--- src/rtl/bcf_pkg.sv ---
`default_nettype none
// ----------------------------------------------------------------------------
// bcf_pkg
// Shared types, opcodes and the CRC-32 byte update for the command framer.
// ----------------------------------------------------------------------------
package bcf_pkg;

    // input item kinds
    localparam logic KIND_HEADER  = 1'b0;
    localparam logic KIND_PAYLOAD = 1'b1;

    // command codes on the input channel
    localparam logic [2:0] CMD_VERSION   = 3'd0;
    localparam logic [2:0] CMD_HELP      = 3'd1;
    localparam logic [2:0] CMD_CHIP_ID   = 3'd2;
    localparam logic [2:0] CMD_RDP       = 3'd3;
    localparam logic [2:0] CMD_GO        = 3'd4;
    localparam logic [2:0] CMD_ERASE     = 3'd5;
    localparam logic [2:0] CMD_MEM_WRITE = 3'd6;
    localparam logic [2:0] CMD_UNUSED    = 3'd7;

    // opcodes on the serial link
    localparam logic [7:0] OP_VERSION   = 8'h51;
    localparam logic [7:0] OP_GO        = 8'h55;
    localparam logic [7:0] OP_ERASE     = 8'h56;
    localparam logic [7:0] OP_MEM_WRITE = 8'h57;

    // length bytes (frame length minus one)
    localparam logic [7:0] LEN_SHORT     = 8'd5;
    localparam logic [7:0] LEN_GO        = 8'd9;
    localparam logic [7:0] LEN_ERASE     = 8'd7;
    localparam logic [7:0] LEN_WRITE_OFS = 8'd10;

    localparam logic [7:0] MASS_ERASE_SECTOR = 8'hFF;

    localparam logic [31:0] CRC_POLY = 32'h04C11DB7;
    localparam logic [31:0] CRC_INIT = 32'hFFFFFFFF;
    localparam logic [31:0] CRC_MSB  = 32'h80000000;

    localparam int DESC_BYTES = 7;
    localparam int CRC_BYTES  = 4;

    // one unit of work for the back end: fed bytes, then optional crc
    typedef struct packed {
        logic [DESC_BYTES-1:0][7:0] bytes;
        logic [2:0]                 count;
        logic                       with_crc;
        logic                       crc_init;
    } cmd_desc_t;

    typedef logic [31:0][31:0] crc_cols_t;

    // column i is x^(32+i) mod poly: the 32-step update is linear
    function automatic crc_cols_t crc_make_cols();
        crc_cols_t   cols;
        logic [31:0] v;
        for (int i = 0; i < 32; i++) begin
            v = 32'h1 << i;
            for (int s = 0; s < 32; s++) begin
                if ((v & CRC_MSB) != 32'h0) begin
                    v = (v << 1) ^ CRC_POLY;
                end else begin
                    v = v << 1;
                end
            end
            cols[i] = v;
        end
        return cols;
    endfunction

    localparam crc_cols_t CRC_COLS = crc_make_cols();

    // one byte into the crc: xor into low bits, then 32 shift steps
    function automatic logic [31:0] crc_feed(input logic [31:0] crc, input logic [7:0] b);
        logic [31:0] c;
        logic [31:0] r;
        c = crc ^ {24'h0, b};
        r = 32'h0;
        for (int i = 0; i < 32; i++) begin
            if (c[i]) begin
                r = r ^ CRC_COLS[i];
            end
        end
        return r;
    endfunction

endpackage
`default_nettype wire

--- src/rtl/bcf_front.sv ---
`default_nettype none
// ----------------------------------------------------------------------------
// bcf_front
// Accepts input transactions, tracks the open memory write and turns each
// item into a descriptor of bytes for the back end.
// ----------------------------------------------------------------------------
module bcf_front #(
    parameter int MAX_PAYLOAD = 128
) (
    input  wire                      aclk,
    input  wire                      aresetn,
    input  wire                      s_valid,
    output logic                     s_ready,
    input  wire                      s_kind,
    input  wire  [2:0]               s_command,
    input  wire  [31:0]              s_target_address,
    input  wire  [7:0]               s_sector,
    input  wire  [7:0]               s_sector_count,
    input  wire  [7:0]               s_payload_length,
    input  wire  [7:0]               s_data_byte,
    input  wire                      q_full,
    output logic                     push,
    output bcf_pkg::cmd_desc_t       push_desc
);

    localparam logic [7:0] MAX_LEN = 8'(MAX_PAYLOAD);

    logic       write_open_reg, write_open_next;
    logic [7:0] left_reg, left_next;
    logic       accept;
    logic       produce;
    logic [7:0] len;
    logic [7:0] left_dec;
    logic [7:0] count_byte;

    assign s_ready = !q_full;
    assign accept  = s_valid && s_ready;
    assign push    = accept && produce;

    // clamp payload length into 1..MAX_PAYLOAD
    always_comb begin
        if (s_payload_length == 8'd0) begin
            len = 8'd1;
        end else if (s_payload_length > MAX_LEN) begin
            len = MAX_LEN;
        end else begin
            len = s_payload_length;
        end
    end

    assign left_dec   = left_reg - 8'd1;
    assign count_byte = (s_sector == bcf_pkg::MASS_ERASE_SECTOR) ? 8'd0 : s_sector_count;

    // classify the item and build its descriptor
    always_comb begin
        produce         = 1'b0;
        push_desc       = '0;
        write_open_next = write_open_reg;
        left_next       = left_reg;
        if (s_kind == bcf_pkg::KIND_PAYLOAD) begin
            if (write_open_reg) begin
                produce                = 1'b1;
                push_desc.bytes[0]     = s_data_byte;
                push_desc.count        = 3'd1;
                push_desc.with_crc     = (left_dec == 8'd0);
                left_next              = left_dec;
                write_open_next        = (left_dec != 8'd0);
            end
        end else begin
            write_open_next = 1'b0;
            left_next       = 8'd0;
            case (s_command)
                bcf_pkg::CMD_VERSION, bcf_pkg::CMD_HELP,
                bcf_pkg::CMD_CHIP_ID, bcf_pkg::CMD_RDP: begin
                    produce            = 1'b1;
                    push_desc.bytes[0] = bcf_pkg::LEN_SHORT;
                    push_desc.bytes[1] = bcf_pkg::OP_VERSION + {5'd0, s_command};
                    push_desc.count    = 3'd2;
                    push_desc.with_crc = 1'b1;
                    push_desc.crc_init = 1'b1;
                end
                bcf_pkg::CMD_GO: begin
                    produce            = 1'b1;
                    push_desc.bytes[0] = bcf_pkg::LEN_GO;
                    push_desc.bytes[1] = bcf_pkg::OP_GO;
                    push_desc.bytes[2] = s_target_address[7:0];
                    push_desc.bytes[3] = s_target_address[15:8];
                    push_desc.bytes[4] = s_target_address[23:16];
                    push_desc.bytes[5] = s_target_address[31:24];
                    push_desc.count    = 3'd6;
                    push_desc.with_crc = 1'b1;
                    push_desc.crc_init = 1'b1;
                end
                bcf_pkg::CMD_ERASE: begin
                    produce            = 1'b1;
                    push_desc.bytes[0] = bcf_pkg::LEN_ERASE;
                    push_desc.bytes[1] = bcf_pkg::OP_ERASE;
                    push_desc.bytes[2] = s_sector;
                    push_desc.bytes[3] = count_byte;
                    push_desc.count    = 3'd4;
                    push_desc.with_crc = 1'b1;
                    push_desc.crc_init = 1'b1;
                end
                bcf_pkg::CMD_MEM_WRITE: begin
                    produce            = 1'b1;
                    push_desc.bytes[0] = bcf_pkg::LEN_WRITE_OFS + len;
                    push_desc.bytes[1] = bcf_pkg::OP_MEM_WRITE;
                    push_desc.bytes[2] = s_target_address[7:0];
                    push_desc.bytes[3] = s_target_address[15:8];
                    push_desc.bytes[4] = s_target_address[23:16];
                    push_desc.bytes[5] = s_target_address[31:24];
                    push_desc.bytes[6] = len;
                    push_desc.count    = 3'd7;
                    push_desc.with_crc = 1'b0;
                    push_desc.crc_init = 1'b1;
                    write_open_next    = 1'b1;
                    left_next          = len;
                end
                bcf_pkg::CMD_UNUSED: begin
                    produce = 1'b0;
                end
                default: begin
                    produce = 1'b0;
                end
            endcase
        end
    end

    // open write tracking
    always_ff @(posedge aclk) begin
        if (!aresetn) begin
            write_open_reg <= 1'b0;
            left_reg       <= 8'd0;
        end else if (accept) begin
            write_open_reg <= write_open_next;
            left_reg       <= left_next;
        end
    end

endmodule
`default_nettype wire

--- src/rtl/bcf_queue.sv ---
`default_nettype none
// ----------------------------------------------------------------------------
// bcf_queue
// Two-entry descriptor queue between the front and back ends.
// ----------------------------------------------------------------------------
module bcf_queue (
    input  wire                      aclk,
    input  wire                      aresetn,
    input  wire                      push,
    input  bcf_pkg::cmd_desc_t       push_desc,
    output logic                     full,
    input  wire                      pop,
    output logic                     empty,
    output bcf_pkg::cmd_desc_t       head
);

    bcf_pkg::cmd_desc_t entry_reg [2];
    logic       wr_ptr_reg;
    logic       rd_ptr_reg;
    logic [1:0] fill_reg;

    assign full  = (fill_reg == 2'd2);
    assign empty = (fill_reg == 2'd0);
    assign head  = entry_reg[rd_ptr_reg];

    // entry storage
    always_ff @(posedge aclk) begin
        if (push) begin
            entry_reg[wr_ptr_reg] <= push_desc;
        end
    end

    // pointers and fill level
    always_ff @(posedge aclk) begin
        if (!aresetn) begin
            wr_ptr_reg <= 1'b0;
            rd_ptr_reg <= 1'b0;
            fill_reg   <= 2'd0;
        end else begin
            if (push) begin
                wr_ptr_reg <= !wr_ptr_reg;
            end
            if (pop) begin
                rd_ptr_reg <= !rd_ptr_reg;
            end
            if (push && !pop) begin
                fill_reg <= fill_reg + 2'd1;
            end else if (pop && !push) begin
                fill_reg <= fill_reg - 2'd1;
            end
        end
    end

endmodule
`default_nettype wire

--- src/rtl/bcf_back.sv ---
`default_nettype none
// ----------------------------------------------------------------------------
// bcf_back
// Walks one descriptor a byte per cycle unless m_ready stalls, runs the CRC-32
// over fed bytes and appends the CRC, into a one-deep output register.
// ----------------------------------------------------------------------------
module bcf_back (
    input  wire                      aclk,
    input  wire                      aresetn,
    input  wire                      q_empty,
    input  bcf_pkg::cmd_desc_t       q_head,
    output logic                     pop,
    output logic                     m_valid,
    input  wire                      m_ready,
    output logic [7:0]               m_tx_byte,
    output logic                     m_run_last,
    output logic                     m_frame_end
);

    bcf_pkg::cmd_desc_t desc_reg;
    logic        busy_reg;
    logic [3:0]  idx_reg;
    logic [31:0] crc_reg;
    logic        valid_reg;
    logic [7:0]  byte_reg;
    logic        last_reg;
    logic        fend_reg;

    logic        advance;
    logic [3:0]  total;
    logic        is_data;
    logic        is_last;
    logic [3:0]  crc_pos;
    logic [31:0] crc_base;
    logic [7:0]  cur_byte;

    assign advance  = busy_reg && (!valid_reg || m_ready);
    assign total    = {1'b0, desc_reg.count}
                      + (desc_reg.with_crc ? 4'(bcf_pkg::CRC_BYTES) : 4'd0);
    assign is_data  = (idx_reg < {1'b0, desc_reg.count});
    assign is_last  = (idx_reg == total - 4'd1);
    assign crc_pos  = idx_reg - {1'b0, desc_reg.count};
    assign crc_base = (idx_reg == 4'd0 && desc_reg.crc_init) ? bcf_pkg::CRC_INIT : crc_reg;
    assign pop      = !q_empty && (!busy_reg || (advance && is_last));

    // byte select: descriptor byte or crc byte, lsb first
    always_comb begin
        if (is_data) begin
            cur_byte = desc_reg.bytes[idx_reg[2:0]];
        end else begin
            case (crc_pos[1:0])
                2'd0:    cur_byte = crc_reg[7:0];
                2'd1:    cur_byte = crc_reg[15:8];
                2'd2:    cur_byte = crc_reg[23:16];
                default: cur_byte = crc_reg[31:24];
            endcase
        end
    end

    // descriptor sequencer
    always_ff @(posedge aclk) begin
        if (!aresetn) begin
            busy_reg <= 1'b0;
            idx_reg  <= 4'd0;
        end else if (pop) begin
            busy_reg <= 1'b1;
            idx_reg  <= 4'd0;
        end else if (advance) begin
            if (is_last) begin
                busy_reg <= 1'b0;
                idx_reg  <= 4'd0;
            end else begin
                idx_reg <= idx_reg + 4'd1;
            end
        end
    end

    always_ff @(posedge aclk) begin
        if (pop) begin
            desc_reg <= q_head;
        end
    end

    // crc accumulator
    always_ff @(posedge aclk) begin
        if (!aresetn) begin
            crc_reg <= bcf_pkg::CRC_INIT;
        end else if (advance && is_data) begin
            crc_reg <= bcf_pkg::crc_feed(crc_base, cur_byte);
        end
    end

    // output register
    always_ff @(posedge aclk) begin
        if (!aresetn) begin
            valid_reg <= 1'b0;
        end else if (advance) begin
            valid_reg <= 1'b1;
        end else if (m_ready) begin
            valid_reg <= 1'b0;
        end
    end

    always_ff @(posedge aclk) begin
        if (advance) begin
            byte_reg <= cur_byte;
            last_reg <= is_last;
            fend_reg <= is_last && !is_data;
        end
    end

    assign m_valid     = valid_reg;
    assign m_tx_byte   = byte_reg;
    assign m_run_last  = last_reg;
    assign m_frame_end = fend_reg;

endmodule
`default_nettype wire

--- src/rtl/bootloader_command_framer_unit.sv ---
`default_nettype none
// ----------------------------------------------------------------------------
// bootloader_command_framer_unit
// Serial command frame builder for a flash bootloader with CRC-32 trailer.
// ----------------------------------------------------------------------------
// Usage:
//   s_* channel: one transaction per command header or payload byte.
//   m_* channel: one transaction per byte to send on the serial link;
//   m_run_last marks the last byte an input item causes, m_frame_end the
//   final CRC byte of a frame.
// Path: an item's descriptor is registered in the queue, then in the back
//   end's descriptor register, and its first byte in the output register.
// Throughput: the back end sends one byte per cycle unless m_ready stalls;
//   an item causes 6 bytes for short commands, 8 for erase, 10 for go,
//   7 for a write header, 1 per payload byte and 5 for the last.
//   A two-entry descriptor queue lets the input run ahead of the output.
// Items that cause no bytes (unused code, stray payload) push no descriptor.
// Reset (aresetn low, synchronous) closes any open write, empties the queue
//   and drops the output byte. A stalled m_ready holds the byte in place;
//   s_ready falls once the queue is full.
// ----------------------------------------------------------------------------
module bootloader_command_framer_unit #(
    parameter int MAX_PAYLOAD = 128
) (
    input  wire         aclk,
    input  wire         aresetn,
    input  wire         s_valid,
    output logic        s_ready,
    input  wire         s_kind,
    input  wire  [2:0]  s_command,
    input  wire  [31:0] s_target_address,
    input  wire  [7:0]  s_sector,
    input  wire  [7:0]  s_sector_count,
    input  wire  [7:0]  s_payload_length,
    input  wire  [7:0]  s_data_byte,
    output logic        m_valid,
    input  wire         m_ready,
    output logic [7:0]  m_tx_byte,
    output logic        m_run_last,
    output logic        m_frame_end
);

    logic               q_full;
    logic               q_empty;
    logic               push;
    logic               pop;
    bcf_pkg::cmd_desc_t push_desc;
    bcf_pkg::cmd_desc_t q_head;

    // front end: accept and classify
    bcf_front #(
        .MAX_PAYLOAD (MAX_PAYLOAD)
    ) u_front (
        .aclk             (aclk),
        .aresetn          (aresetn),
        .s_valid          (s_valid),
        .s_ready          (s_ready),
        .s_kind           (s_kind),
        .s_command        (s_command),
        .s_target_address (s_target_address),
        .s_sector         (s_sector),
        .s_sector_count   (s_sector_count),
        .s_payload_length (s_payload_length),
        .s_data_byte      (s_data_byte),
        .q_full           (q_full),
        .push             (push),
        .push_desc        (push_desc)
    );

    // descriptor queue
    bcf_queue u_queue (
        .aclk      (aclk),
        .aresetn   (aresetn),
        .push      (push),
        .push_desc (push_desc),
        .full      (q_full),
        .pop       (pop),
        .empty     (q_empty),
        .head      (q_head)
    );

    // back end: byte sequencer and crc
    bcf_back u_back (
        .aclk        (aclk),
        .aresetn     (aresetn),
        .q_empty     (q_empty),
        .q_head      (q_head),
        .pop         (pop),
        .m_valid     (m_valid),
        .m_ready     (m_ready),
        .m_tx_byte   (m_tx_byte),
        .m_run_last  (m_run_last),
        .m_frame_end (m_frame_end)
    );

endmodule
`default_nettype wire

--- config.mk ---
export PLATFORM = sky130hd
export DESIGN_NAME = bootloader_command_framer_unit
export DESIGN_NICKNAME = d
export VERILOG_FILES = /design/src/rtl/bcf_pkg.sv /design/src/rtl/bcf_front.sv /design/src/rtl/bcf_queue.sv /design/src/rtl/bcf_back.sv /design/src/rtl/bootloader_command_framer_unit.sv
export SDC_FILE = /design/constraint.sdc
export NUM_CORES = 1
export LEC_CHECK = 0
export BUFFER_PORTS_ARGS = -buffer_cell sky130_fd_sc_hd__buf_2
export CAP_MARGIN = 25
export CORE_UTILIZATION = 40
export CTS_BUF_LIST = sky130_fd_sc_hd__clkbuf_4 sky130_fd_sc_hd__clkbuf_8
export DETAILED_ROUTE_END_ITERATION = 10
export SETUP_SLACK_MARGIN = 0.2
export SLEW_MARGIN = 20
export SYNTH_ARGS = -nofsm -noshare
export SYNTH_HDL_FRONTEND = slang
export SYNTH_HIERARCHICAL = 1
export SYNTH_SLANG_ARGS = --single-unit
--- constraint.sdc ---
create_clock -name aclk -period 6.93 [get_ports aclk]
set_input_delay 0.693 -clock aclk [delete_from_list [all_inputs] [get_ports aclk]]
set_output_delay 0.693 -clock aclk [all_outputs]
set_load 0.005 [all_outputs]
Word level (Yosys, flattened, before mapping)
Memories as Yosys holds them, arrays and structs flattened. A register that Yosys moved wholly into a read port is not among the register bits.
Cells that the tools add are included.
{ "word_totals": {"reg_bits": 61, "ramBits": 122, "inputBits": 72, "output_inout_bits": 12, "wordCells": 238, "memories": 1} }
{ "classes": {"n_addsub": 9, "order_cmp": 3, "eq_ne": 13, "mux": 129, "bitwise": 33, "n_reduce_logical": 38} }
{ "mem_list": {"columns": ["name", "depth", "width", "read_ports", "rd_clocked_by_memory_dff", "wr", "line", "text"], "rows": [
  ["u_queue.entry_reg", 2, 61, 1, 1, 1, "bcf_queue.sv:17", "bcf_pkg::cmd_desc_t entry_reg [2];"]
]} }
{ "ops": {"columns": ["operator", "n"], "rows": [
  ["32-bit two-way mux", 76],
  ["31-bit two-way mux", 6],
  ["30-bit two-way mux", 4],
  ["13-bit NOT", 9],
  ["29-bit two-way mux", 3],
  ["21-bit case mux with 4 select lines", 1],
  ["14-bit NOT", 5],
  ["8-bit two-way mux", 8],
  ["15-bit NOT", 4],
  ["28-bit two-way mux", 2],
  ["27-bit two-way mux", 2],
  ["48-bit two-way mux", 1],
  ["12-bit NOT", 4],
  ["16-bit NOT", 3],
  ["18-bit NOT", 2],
  ["16-bit case mux with 2 select lines", 1],
  ["32-bit by 8-bit XOR with 32-bit output", 1],
  ["26-bit two-way mux", 1],
  ["25-bit two-way mux", 1],
  ["8-bit binary-select mux with 3-bit select", 1],
  ["12-bit two-way mux", 2],
  ["8-bit case mux with 3 select lines", 1],
  ["11-bit NOT", 2],
  ["20-bit NOT", 1],
  ["other kinds (41)", 84]
]} }

Depth between registers and ports, before layout
Gate-level depths: netlist of the first run.
{ "logic_depth": {"word_depth": 130, "depth_mapped": 17, "ltp_nobuf": 14} }

Hierarchy
Netlist of the first run, hierarchy kept.
{ "modules_own_cells": {"columns": ["module", "instances", "cells_each", "area_each_um2", "seq_area_each_um2"], "rows": [
  ["bcf_back", 1, 659, 7364.6, 2892.8],
  ["bcf_queue", 1, 212, 4619.4, 3763.6],
  ["bcf_front", 1, 219, 1432.6, 180.2]
]} }

Worst setup path before layout of the first run
No wires, ideal clock.
{ "synth_path": {"path_type": "reg-to-reg", "start": "register u_back.idx_reg[0]", "end": "register u_queue.fill_reg[1]", "setup_time_ns": 0.070, "arrival_ns": 6.246, "required_time_ns": 6.860, "setup_slack_ns": 0.614, "path_stages_with_launch": 14, "n_path_buf": 4, "synth_period_minus_slack_ns": 6.316, "path_cell_list": "dfxtp_1 buf_2 buf_2 buf_4 inv_1 ha_1 buf_6 nor4_1 nand2_1 a21oi_1 inv_1 ha_1 or3_1 a21boi_1"} }
{ "synth_between": {"elab_chain_len": 7, "word_cells_on_any_way": 9, "classes_between": "eq/ne (1); mux (1); reduce/logical (7)"} }
{ "synth_rtl": {"columns": ["element", "line", "text"], "rows": [
  ["from (decl)", "bcf_back.sv:22", "logic [3:0] idx_reg;"],
  ["from (signal assigned)", "bcf_back.sv:73", "idx_reg <= idx_reg + 4'd1;"],
  ["4-bit equality test *", "bcf_back.sv:41", "assign is_last = (idx_reg == total - 4'd1);"],
  ["via u_back.is_last", "bcf_back.sv:32", "logic is_last;"],
  ["1-bit logical AND *", "bcf_back.sv:44", "assign pop = !q_empty && (!busy_reg || (advance && is_last));"],
  ["1-bit logical OR *", "bcf_back.sv:44", null],
  ["1-bit logical AND *", "bcf_back.sv:44", null],
  ["via pop", "bootloader_command_framer_unit.sv:46", "logic pop;"],
  ["1-bit zero test", "bcf_queue.sv:46", "if (push && !pop) begin"],
  ["1-bit logical AND", "bcf_queue.sv:46", null],
  ["2-bit two-way mux or 2-bit nonzero test (tied branches)", null, null],
  ["to (signal assigned)", "bcf_queue.sv:47", "fill_reg <= fill_reg + 2'd1;"],
  ["to (signal assigned)", "bcf_queue.sv:49", "fill_reg <= fill_reg - 2'd1;"],
  ["to (decl)", "bcf_queue.sv:20", "logic [1:0] fill_reg;"]
]} }
Mark *: on every way through the listed nets, which the timed path passes. The rest lies on a longest branch.
A chain may end at the register's enable or synchronous reset.

Worst setup path in the final report of the first run
{ "layout_path": {"start": "register u_back.idx_reg[2]", "end": "register u_back.crc_reg[12]"} }
{ "layout_between": {"elab_chain_len": 114, "word_cells_on_any_way": 119, "classes_between": "order compare (1); mux (98); bitwise (17); reduce/logical (3)"} }
{ "layout_rtl": {"columns": ["element", "line", "text"], "rows": [
  ["8-bit binary-select mux with 3-bit select or 4-bit zero test (tied branches)", "bcf_back.sv:49, bcf_back.sv:43", null],
  ["8-bit two-way mux (not written as such) or 1-bit logical AND (tied branches)", "bcf_back.sv:49, bcf_back.sv:43", null],
  ["8-bit two-way mux or 32-bit two-way mux (tied branches)", "bcf_back.sv:48, bcf_back.sv:43", null],
  ["32-bit by 8-bit XOR with 32-bit output", "bcf_pkg.sv:77", "c = crc ^ {24'h0, b};"],
  ["27-bit two-way mux", "bcf_pkg.sv:80", "if (c[i]) begin"],
  ["32-bit two-way mux", "bcf_back.sv:88", "end else if (advance && is_data) begin"],
  ["32-bit two-way mux", "bcf_back.sv:86", "if (!aresetn) begin"],
  ["14-bit NOT (no source line)", null, null],
  ["(+98 left out)", null, null],
  ["32-bit two-way mux", "bcf_back.sv:88", null],
  ["32-bit two-way mux", "bcf_back.sv:86", null],
  ["13-bit NOT (no source line)", null, null],
  ["32-bit two-way mux", "bcf_pkg.sv:80", null],
  ["32-bit two-way mux", "bcf_back.sv:88", null],
  ["32-bit two-way mux", "bcf_back.sv:86", null],
  ["18-bit NOT (no source line)", null, null],
  ["32-bit two-way mux", "bcf_pkg.sv:80", null],
  ["to (signal assigned)", "bcf_back.sv:87", "crc_reg <= bcf_pkg::CRC_INIT;"],
  ["to (signal assigned)", "bcf_back.sv:89", "crc_reg <= bcf_pkg::crc_feed(crc_base, cur_byte);"],
  ["to (decl)", "bcf_back.sv:23", "logic [31:0] crc_reg;"]
]} }
Parallel ways exist; a longest one is shown, timed or not. The select of a mux whose other input is x is not followed.

==> impl_results.md, run 1 <==
* Crit path time final at 4000 ps
* Routability cong. at 0.885
* Final count of pins violating max slew at 0
* First-pass GRT wire length at 47.8 mm
* Final Hold Vio Count at 0
* Clock skew at 16.1 ps
* Critical path endpoint category: flop
* Worst setup SP type: flop
* Yosys reg bits at 245
* Clock Latency Late Sink at 570 ps
* Number of synthesized flops with an enable pin at 193
* # setup viols final at 0
* Max FO, Critical Path at 21
* DRC viols at 0
* Die Span X at 185 um
* Drt wl/cell at 19.1 um
* DR vias/cell at 5.13
* CTS sink cnt at 245
* Port buffer count at 83
* Site Rows at 66
* Largest net degree at the start of global routing at 62
* Nets at 1,244
* Cts hold-fix bufs at 0
* Yosys warnings at 6
* Fraction of registers with async set/reset at 0%
* Ys flop type: edfxtp_1
* Routed wire length at 31.1 mm
* Hold Path Stages at 2
* Total of max-cap violations at 0
* Worst endpoint data arrival time at 4420 ps
* Fin crit share at 57.8%
* Synth-to-Final Area Change at 12.0%
* Antenna-violating nets left at 0
* Die Y at 185 um
* Vias in the first global route at 8,353
* CTS tree: built
* Worst slew pin tran at 973 ps
* Antenna diodes at 0
* R2r worst-path depth at 8
* # IOs at 84
* CTS Buf Count at 41
* Setup TNS at 0 ps
* Synth unique cells at 69
* Initial DRC count at 590
* Seq/Total Area, Yosys at 51.0%
* Routed vias at 8,364
* TritonRoute pass-1 iters at 5
* R2R Setup Slk at 2930 ps
* Initial antenna violation count at 0
* RSZ-0062 raised after global routing: no
* Clk slew on worst S/H paths at 60 ps
* Worst EP required at 7350 ps
* Slew headroom at 35.0%
* Total GRT Usage at 18.6%
* Share of cells above drive strength 1 at 22.2%
* Status: finished, final reports clean
* CTS root buf: clkbuf_8
* Core ar. at 0.0328 mm2
* Highest clock rate at 250 MHz
* Largest register FFs at 122
* CTS resizes at 0
* Starting density of the core at 40.9%
* DIE AREA at 0.0343 mm2
* Clock buffer depth at 3
* Syn_area_per_cell at 12.3 um2
* Class of the worst hold path: in2reg
* Post-synthesis cell count at 1,090
* Post-Syn Area at 0.0134 mm2
* Post-CTS setup buffers at 0
* H-tree levels at 2
* Hpwl dp at 21.3 mm
* Kind of critical path: reg2reg
* GRT overflow at 0
## metal layers
metal,global-route usage [%],routed length [um],vias up
li1,-,-,3994
met1,26.3,14700,4063
met2,28.8,14200,256
met3,3.36,1560,51
met4,5.92,633,0
met5,0,0,-
## cell usage after synthesis (all sizes together) (22+ instances only)
library cell / instances / share of area, %
o211ai: 26 / 1.5
xnor2: 182 / 12
edfxtp: 193 / 43
inv: 23 / 0.64
clkbuf: 39 / 1.1
o21ai: 30 / 1.1
nand2: 43 / 1.2
nor2: 88 / 2.5
buf: 35 / 1.7
a22oi: 22 / 1.2
a21oi: 31 / 1.2
and2: 34 / 1.6
mux2: 61 / 5.1
mux2i: 25 / 1.9
dfxtp: 52 / 7.8
xor2: 53 / 4.0
## metrics by stage
stage | cell area [um2] | hold slack [ps] | cells | util [%] | setup slack, ps
2_1_floorplan | 13400 | 466 | 1091 | - | 614
3_3_place_gp | 14100 | 479 | 1553 | 43.1 | 3060
3_5_place_dp | 14100 | 507 | 1553 | 43.1 | 2980
4_1_cts | 15000 | 393 | 1629 | 45.9 | 2950
5_1_grt | 15000 | 411 | 1629 | 45.9 | 2660
6_report | 15000 | 434 | 1629 | 45.9 | 2930
## cells in the final DEF (no fill, tap or decap), types with 5 or more instances in the layout
cell	count
a21oi_1	30
nand2b_1	8
mux4_1	7
o22ai_1	6
clkbuf_8	46
and2_1	30
nand3b_1	8
xnor3_1	11
nand2_1	43
mux2_2	61
a22oi_1	22
nor3_1	9
nor4_1	5
inv_1	23
o21ai_0	26
nor3b_1	8
nand3_1	5
dfxtp_1	51
ha_1	16
clkinv_1	6
clkinv_2	5
a31oi_1	5
nor2_1	87
xnor2_2	9
buf_2	83
xor2_1	48
buf_4	11
xnor2_1	173
nor2b_1	9
edfxtp_1	193
o211ai_1	26
mux2i_1	25
clkbuf_4	13
## final timing paths
path	start	end
hold / removal	s_target_address[25]	u_queue/entry_reg[1][46]$_DFFE_PP_
setup reg to reg	u_back/idx_reg[2]$_SDFFE_PP0P_	u_back/crc_reg[12]$_SDFFE_PN1P_
setup / recovery	u_back/idx_reg[2]$_SDFFE_PP0P_	u_back/crc_reg[12]$_SDFFE_PN1P_
hold reg to reg	u_back/crc_reg[5]$_SDFFE_PN1P_	u_back/crc_reg[5]$_SDFFE_PN1P_
## critical path, stage by stage, from the launching register on
cell	delay [ps]
dfxtp_1	830
ha_1	400
a211oi_2	840
a31oi_2	260
xnor2_2	710
xnor2_2	220
xnor3_1	430
nor2_1	100
o21ai_1	70
## cell families after synthesis
| family | after synthesis | synth area share [%] |
|---|---|---|
| XOR/XNOR | 249 | 18.8 |
| flip-flops | 245 | 51.0 |
| AND/OR/NAND/NOR | 237 | 8.82 |
| AO/OA/AOI/OAI | 149 | 7.65 |
| buffers and inverters | 97 | 3.48 |
| multiplexers | 94 | 8.52 |
| adder cells (fa/ha/maj) | 18 | 1.79 |
| other | 1 | 0.0280 |
## area by class of cell
type / instances / area (um2)
fillers: 2993 / 17800
flip-flops and latches: 245 / 6840
multi-input cells: 749 / 6150
clock buffers: 59 / 731
well taps: 442 / 553
repair buffers: 94 / 498
clock inverters: 17 / 171
inverters: 23 / 86.3
Power of run 1 is not shown: default switching activity piles up to over one toggle a cycle in this logic, so the estimate is an artifact.
==> run 2, diff against run 1 <==
==> constraint.sdc (replaced) <==
create_clock -name aclk -period 3.7 [get_ports aclk]
set_input_delay 0.37 -clock aclk [delete_from_list [all_inputs] [get_ports aclk]]
set_output_delay 0.37 -clock aclk [all_outputs]
set_load 0.005 [all_outputs]
==> impl_results.md, run 2 (synthesis gave the netlist of run 1 again) <==
* # setup viols final at 0
* DR vias/cell at 5.16
* Slew headroom at 45.5%
* Highest clock rate at 299 MHz
* Critical path endpoint category: flop
* Max FO, Critical Path at 8
* Worst EP required at 4140 ps
* CTS tree: built
* Worst hold slack at 106 ps
* FILL cells at 2,985
* DRC viols at 0
* Routed wire length at 32.0 mm
* Port buffer count at 83
* DIE AREA at 0.0343 mm2
* Most frequent cells in the layout: edfxtp_1 (193), xnor2_1 (173), nor2_1 (88)
* Class of the worst hold path: in2reg
* Register Area at 0.00684 mm2
* Antenna-violating nets left at 0
* Final Hold Vio Count at 0
* Largest register FFs at 122
* Clock skew at 34.2 ps
* Setup TNS at 0 ps
* TritonRoute pass-1 iters at 5
* Footprint of the multi-input gates at 0.00621 mm2
* Initial DRC count at 606
* Core ar. at 0.0328 mm2
* Largest net degree at the start of global routing at 52
* Total of max-cap violations at 0
* Routed vias at 8,533
* CTS Buf Count at 41
* Drt wl/cell at 19.3 um
* R2r worst-path depth at 9
* Worst endpoint data arrival time at 3790 ps
* GRT overflow at 0
* Die Y at 185 um
* Share of cells above drive strength 1 at 23.8%
* Worst slew pin tran at 813 ps
* Initial antenna violation count at 0
* Status: finished, final reports clean
* Clock Latency Late Sink at 580 ps
* Worst setup SP type: flop
* Hpwl dp at 22.7 mm
* Nets at 1,270
* H-tree levels at 2
* CTS root buf: clkbuf_8
* Crit path time final at 3350 ps
* Total GRT Usage at 19.3%
* Final count of pins violating max slew at 0
* Clk slew on worst S/H paths at 60 ps
* Routability cong. at 0.913
* Site Rows at 66
* Most common cell after layout, fill and taps aside: edfxtp_1
* Placed cells at 1,575
* Kind of critical path: reg2reg
* Final core utilization at 46.4%
* First-pass GRT wire length at 49.2 mm
* Final std cells w/o fill at 1,655
* Starting density of the core at 40.9%
* Fin crit share at 90.5%
* Synth-to-Final Area Change at 13.3%
* CTS sink cnt at 245
* RSZ-0062 raised after global routing: no
* Die Span X at 185 um
* # IOs at 84
* Hold Path Stages at 3
* Clock buffer depth at 3
* Vias in the first global route at 8,210
==> run 2: cell count changes in the layout (fill, tap and decap cells not counted), moves of 3 or more <==
| cell | change |
|---|---|
| buf_4 | +23 |
| clkinv_1 | +10 |
| clkbuf_8 | -4 |
| inv_1 | -4 |
| inv_2 | +4 |
| clkbuf_4 | -3 |
| clkinv_2 | -3 |
==> run 2: worst paths after layout <==
path	from	to	slack, ps
max	u_back/desc_reg[2]$_DFFE_PP_	u_back/crc_reg[12]$_SDFFE_PN1P_	350
min	s_data_byte[7]	u_queue/entry_reg[0][12]$_DFFE_PP_	110
max reg2reg	u_back/desc_reg[2]$_DFFE_PP_	u_back/crc_reg[12]$_SDFFE_PN1P_	350
min reg2reg	u_queue/fill_reg[1]$_SDFFE_PN0P_	u_queue/fill_reg[1]$_SDFFE_PN0P_	520
==> run 2: worst max-delay path, cell delays in order, from the launching register on <==
cell and delay [ps]:
edfxtp_1 400, ha_1 560, mux4_1 590, and2_0 180, a31o_2 270, xor2_4 330
xor3_2 550, xnor3_1 190, nor2_1 110, o21ai_1 60
==> run 2: final cells by class <==
cell class              count  share of cell area (%)
flip-flops and latches    245                    45.0
repair buffers            120                    4.71
clock buffers              52                    4.30
clock inverters            23                   0.947
diodes                      1                  0.0165
inverters                  23                   0.568
multi-input cells         749                    40.8
well taps                 442                    3.64
==> run 2: stage by stage <==
stage	instance area [um2]	worst slack, ps
after global routing	15200	211
after CTS	15200	273
after detailed placement	14400	283
final	15200	353
after floorplan	13500	-191
after global placement	14400	337
==> run 2: what timing repair did <==
item / in CTS / in global routing
endpoints found under the setup margin: 0 / 11
hold buffers: 0 / 0
gates resized for setup: 0 / 3
setup buffers: 0 / 2
endpoints found under the hold margin: 0 / 0
==> run 2: metal layers <==
| layer | GRT usage [%] | vias to the layer above | part of all wire [%] |
|---|---|---|---|
| met2 | 30.0 | 259 | 45 |
| met4 | 7.31 | 0 | 2.9 |
| met5 | 0 | - | 0 |
| li1 | - | 4051 | - |
| met3 | 3.40 | 59 | 5.7 |
| met1 | 26.8 | 4164 | 46 |
Power of run 2 is left out for the same reason.
==> run 3, diff against run 2 <==
--- a/config.mk
+++ b/config.mk
@@ -10,6 +10,8 @@
 export CORE_UTILIZATION = 40
 export CTS_BUF_LIST = sky130_fd_sc_hd__clkbuf_4 sky130_fd_sc_hd__clkbuf_8
 export DETAILED_ROUTE_END_ITERATION = 10
+export PLACE_DENSITY = 0.64
+export RECOVER_POWER = 100
 export SETUP_SLACK_MARGIN = 0.2
 export SLEW_MARGIN = 20
 export SYNTH_ARGS = -nofsm -noshare
==> impl_results.md, run 3 (synthesis gave the netlist of run 1 again) <==
* Drt wl/cell at 19.0 um
* Antenna-violating nets left at 0
* Worst setup SP type: flop
* Largest net degree at the start of global routing at 64
* Stages on the worst setup path at 10
* Setup TNS at 0 ps
* Slew headroom at 0.944%
* Largest register FFs at 122
* Die Span X at 185 um
* Share of cells above drive strength 1 at 21.3%
* First-pass GRT wire length at 48.1 mm
* Fin crit share at 93.5%
* Initial DRC count at 766
* Starting density of the core at 40.9%
* H-tree levels at 2
* Hold Path Stages at 2
* Most common cell after layout, fill and taps aside: edfxtp_1
* Vias in the first global route at 8,394
* Highest clock rate at 289 MHz
* Class of the worst hold path: in2reg
* RSZ-0062 raised after global routing: no
* Port buffer count at 83
* CP top delay family: XOR/XNOR gates
* Critical Path Slowest Stage Cell: mux4_1
* DIE AREA at 0.0343 mm2
* Footprint of the multi-input gates at 0.00616 mm2
* Die Y at 185 um
* # IOs at 84
* TritonRoute pass-1 iters at 5
* Site Rows at 66
* Register Area at 0.00684 mm2
* Clk slew on worst S/H paths at 70 ps
* Max FO, Critical Path at 8
* CTS Buf Count at 40
* Core ar. at 0.0328 mm2
* Critical Path, Cell by Cell: ha_1, buf_4, mux4_1, nor2_1, nor2_1, a221o_1, xor2_2, xnor2_1, xnor2_1, o211ai_1
* Total of max-cap violations at 0
* Total GRT Usage at 18.7%
* FILL cells at 3,032
* CTS root buf: clkbuf_8
* Routed vias at 8,573
* R2r worst-path depth at 10
* Kind of critical path: reg2reg
* Most frequent cells in the layout: edfxtp_1 (193), xnor2_1 (176), nor2_1 (88)
* GRT overflow at 0
* Routed wire length at 31.3 mm
* Clock Latency Late Sink at 550 ps
* DR vias/cell at 5.21
* Clock skew at 31.3 ps
* # setup viols final at 0
* CTS tree: built
* Initial antenna violation count at 0
* Hpwl dp at 22.1 mm
* Nets at 1,262
* Final Hold Vio Count at 0
* Worst endpoint data arrival time at 3870 ps
* Crit path time final at 3460 ps
* Post-CTS setup buffers at 0
* Clock buffer depth at 3
* Antenna diodes at 0
* Worst EP required at 4110 ps
* Critical path endpoint category: flop
* Status: finished, final reports clean
* Synth-to-Final Area Change at 12.3%
* Routability cong. at 0.936
* Final count of pins violating max slew at 0
* Buf+Inv Stages, Crit Path at 1
* Worst slew pin tran at 1490 ps
* DRC viols at 0
* CP max stage delay at 570 ps
* CTS sink cnt at 245
run 3: cell type report:
cell class | instances | share of cell area [%]
sequential | 245 | 45.4
clock inverter | 13 | 0.581
clock buffer | 61 | 4.87
inverter | 23 | 0.573
multi-input combinational | 749 | 40.9
timing repair buffer | 113 | 4.09
tap | 442 | 3.67
run 3: per-stage QoR:
| step | instances | area [um2] | utilization (%) | hold slack, ps | setup WS, ps |
|---|---|---|---|---|---|
| CTS | 1646 | 15100 | 46.2 | 95.7 | 267 |
| global route | 1646 | 15100 | 46.0 | 130 | 127 |
| global placement | 1572 | 14300 | 43.7 | 480 | 361 |
| detailed placement | 1572 | 14300 | 43.7 | 506 | 311 |
| finish | 1646 | 15100 | 46.0 | 137 | 241 |
| floorplan | 1091 | 13500 | - | 466 | -191 |
run 3: routing by layer:
layer | wire length [um] | part of all wire, % | track usage (%)
met1 | 14000 | 45 | 25.3
met3 | 1930 | 6.2 | 3.11
met5 | 0 | 0 | 0
met4 | 837 | 2.7 | 6.51
met2 | 14600 | 47 | 30.2
run 3: timing repair:
| item | 4_1_cts | 5_1_grt |
|---|---|---|
| resized for setup | 0 | 3 |
| endpoints found under the hold margin | 0 | 0 |
| endpoints found under the setup margin | 0 | 10 |
| hold buffers | 0 | 0 |
run 3: worst paths after layout:
check                                   start                                 end  slack, ps
max              u_back/desc_reg[2]$_DFFE_PP_      u_back/crc_reg[1]$_SDFFE_PN1P_        240
max reg2reg      u_back/desc_reg[2]$_DFFE_PP_      u_back/crc_reg[1]$_SDFFE_PN1P_        240
min                      s_target_address[19]  u_queue/entry_reg[1][40]$_DFFE_PP_        140
min reg2reg  u_front/left_reg[6]$_SDFFE_PN0P_    u_front/left_reg[6]$_SDFFE_PN0P_        510
Power of run 3 is left out for the same reason.
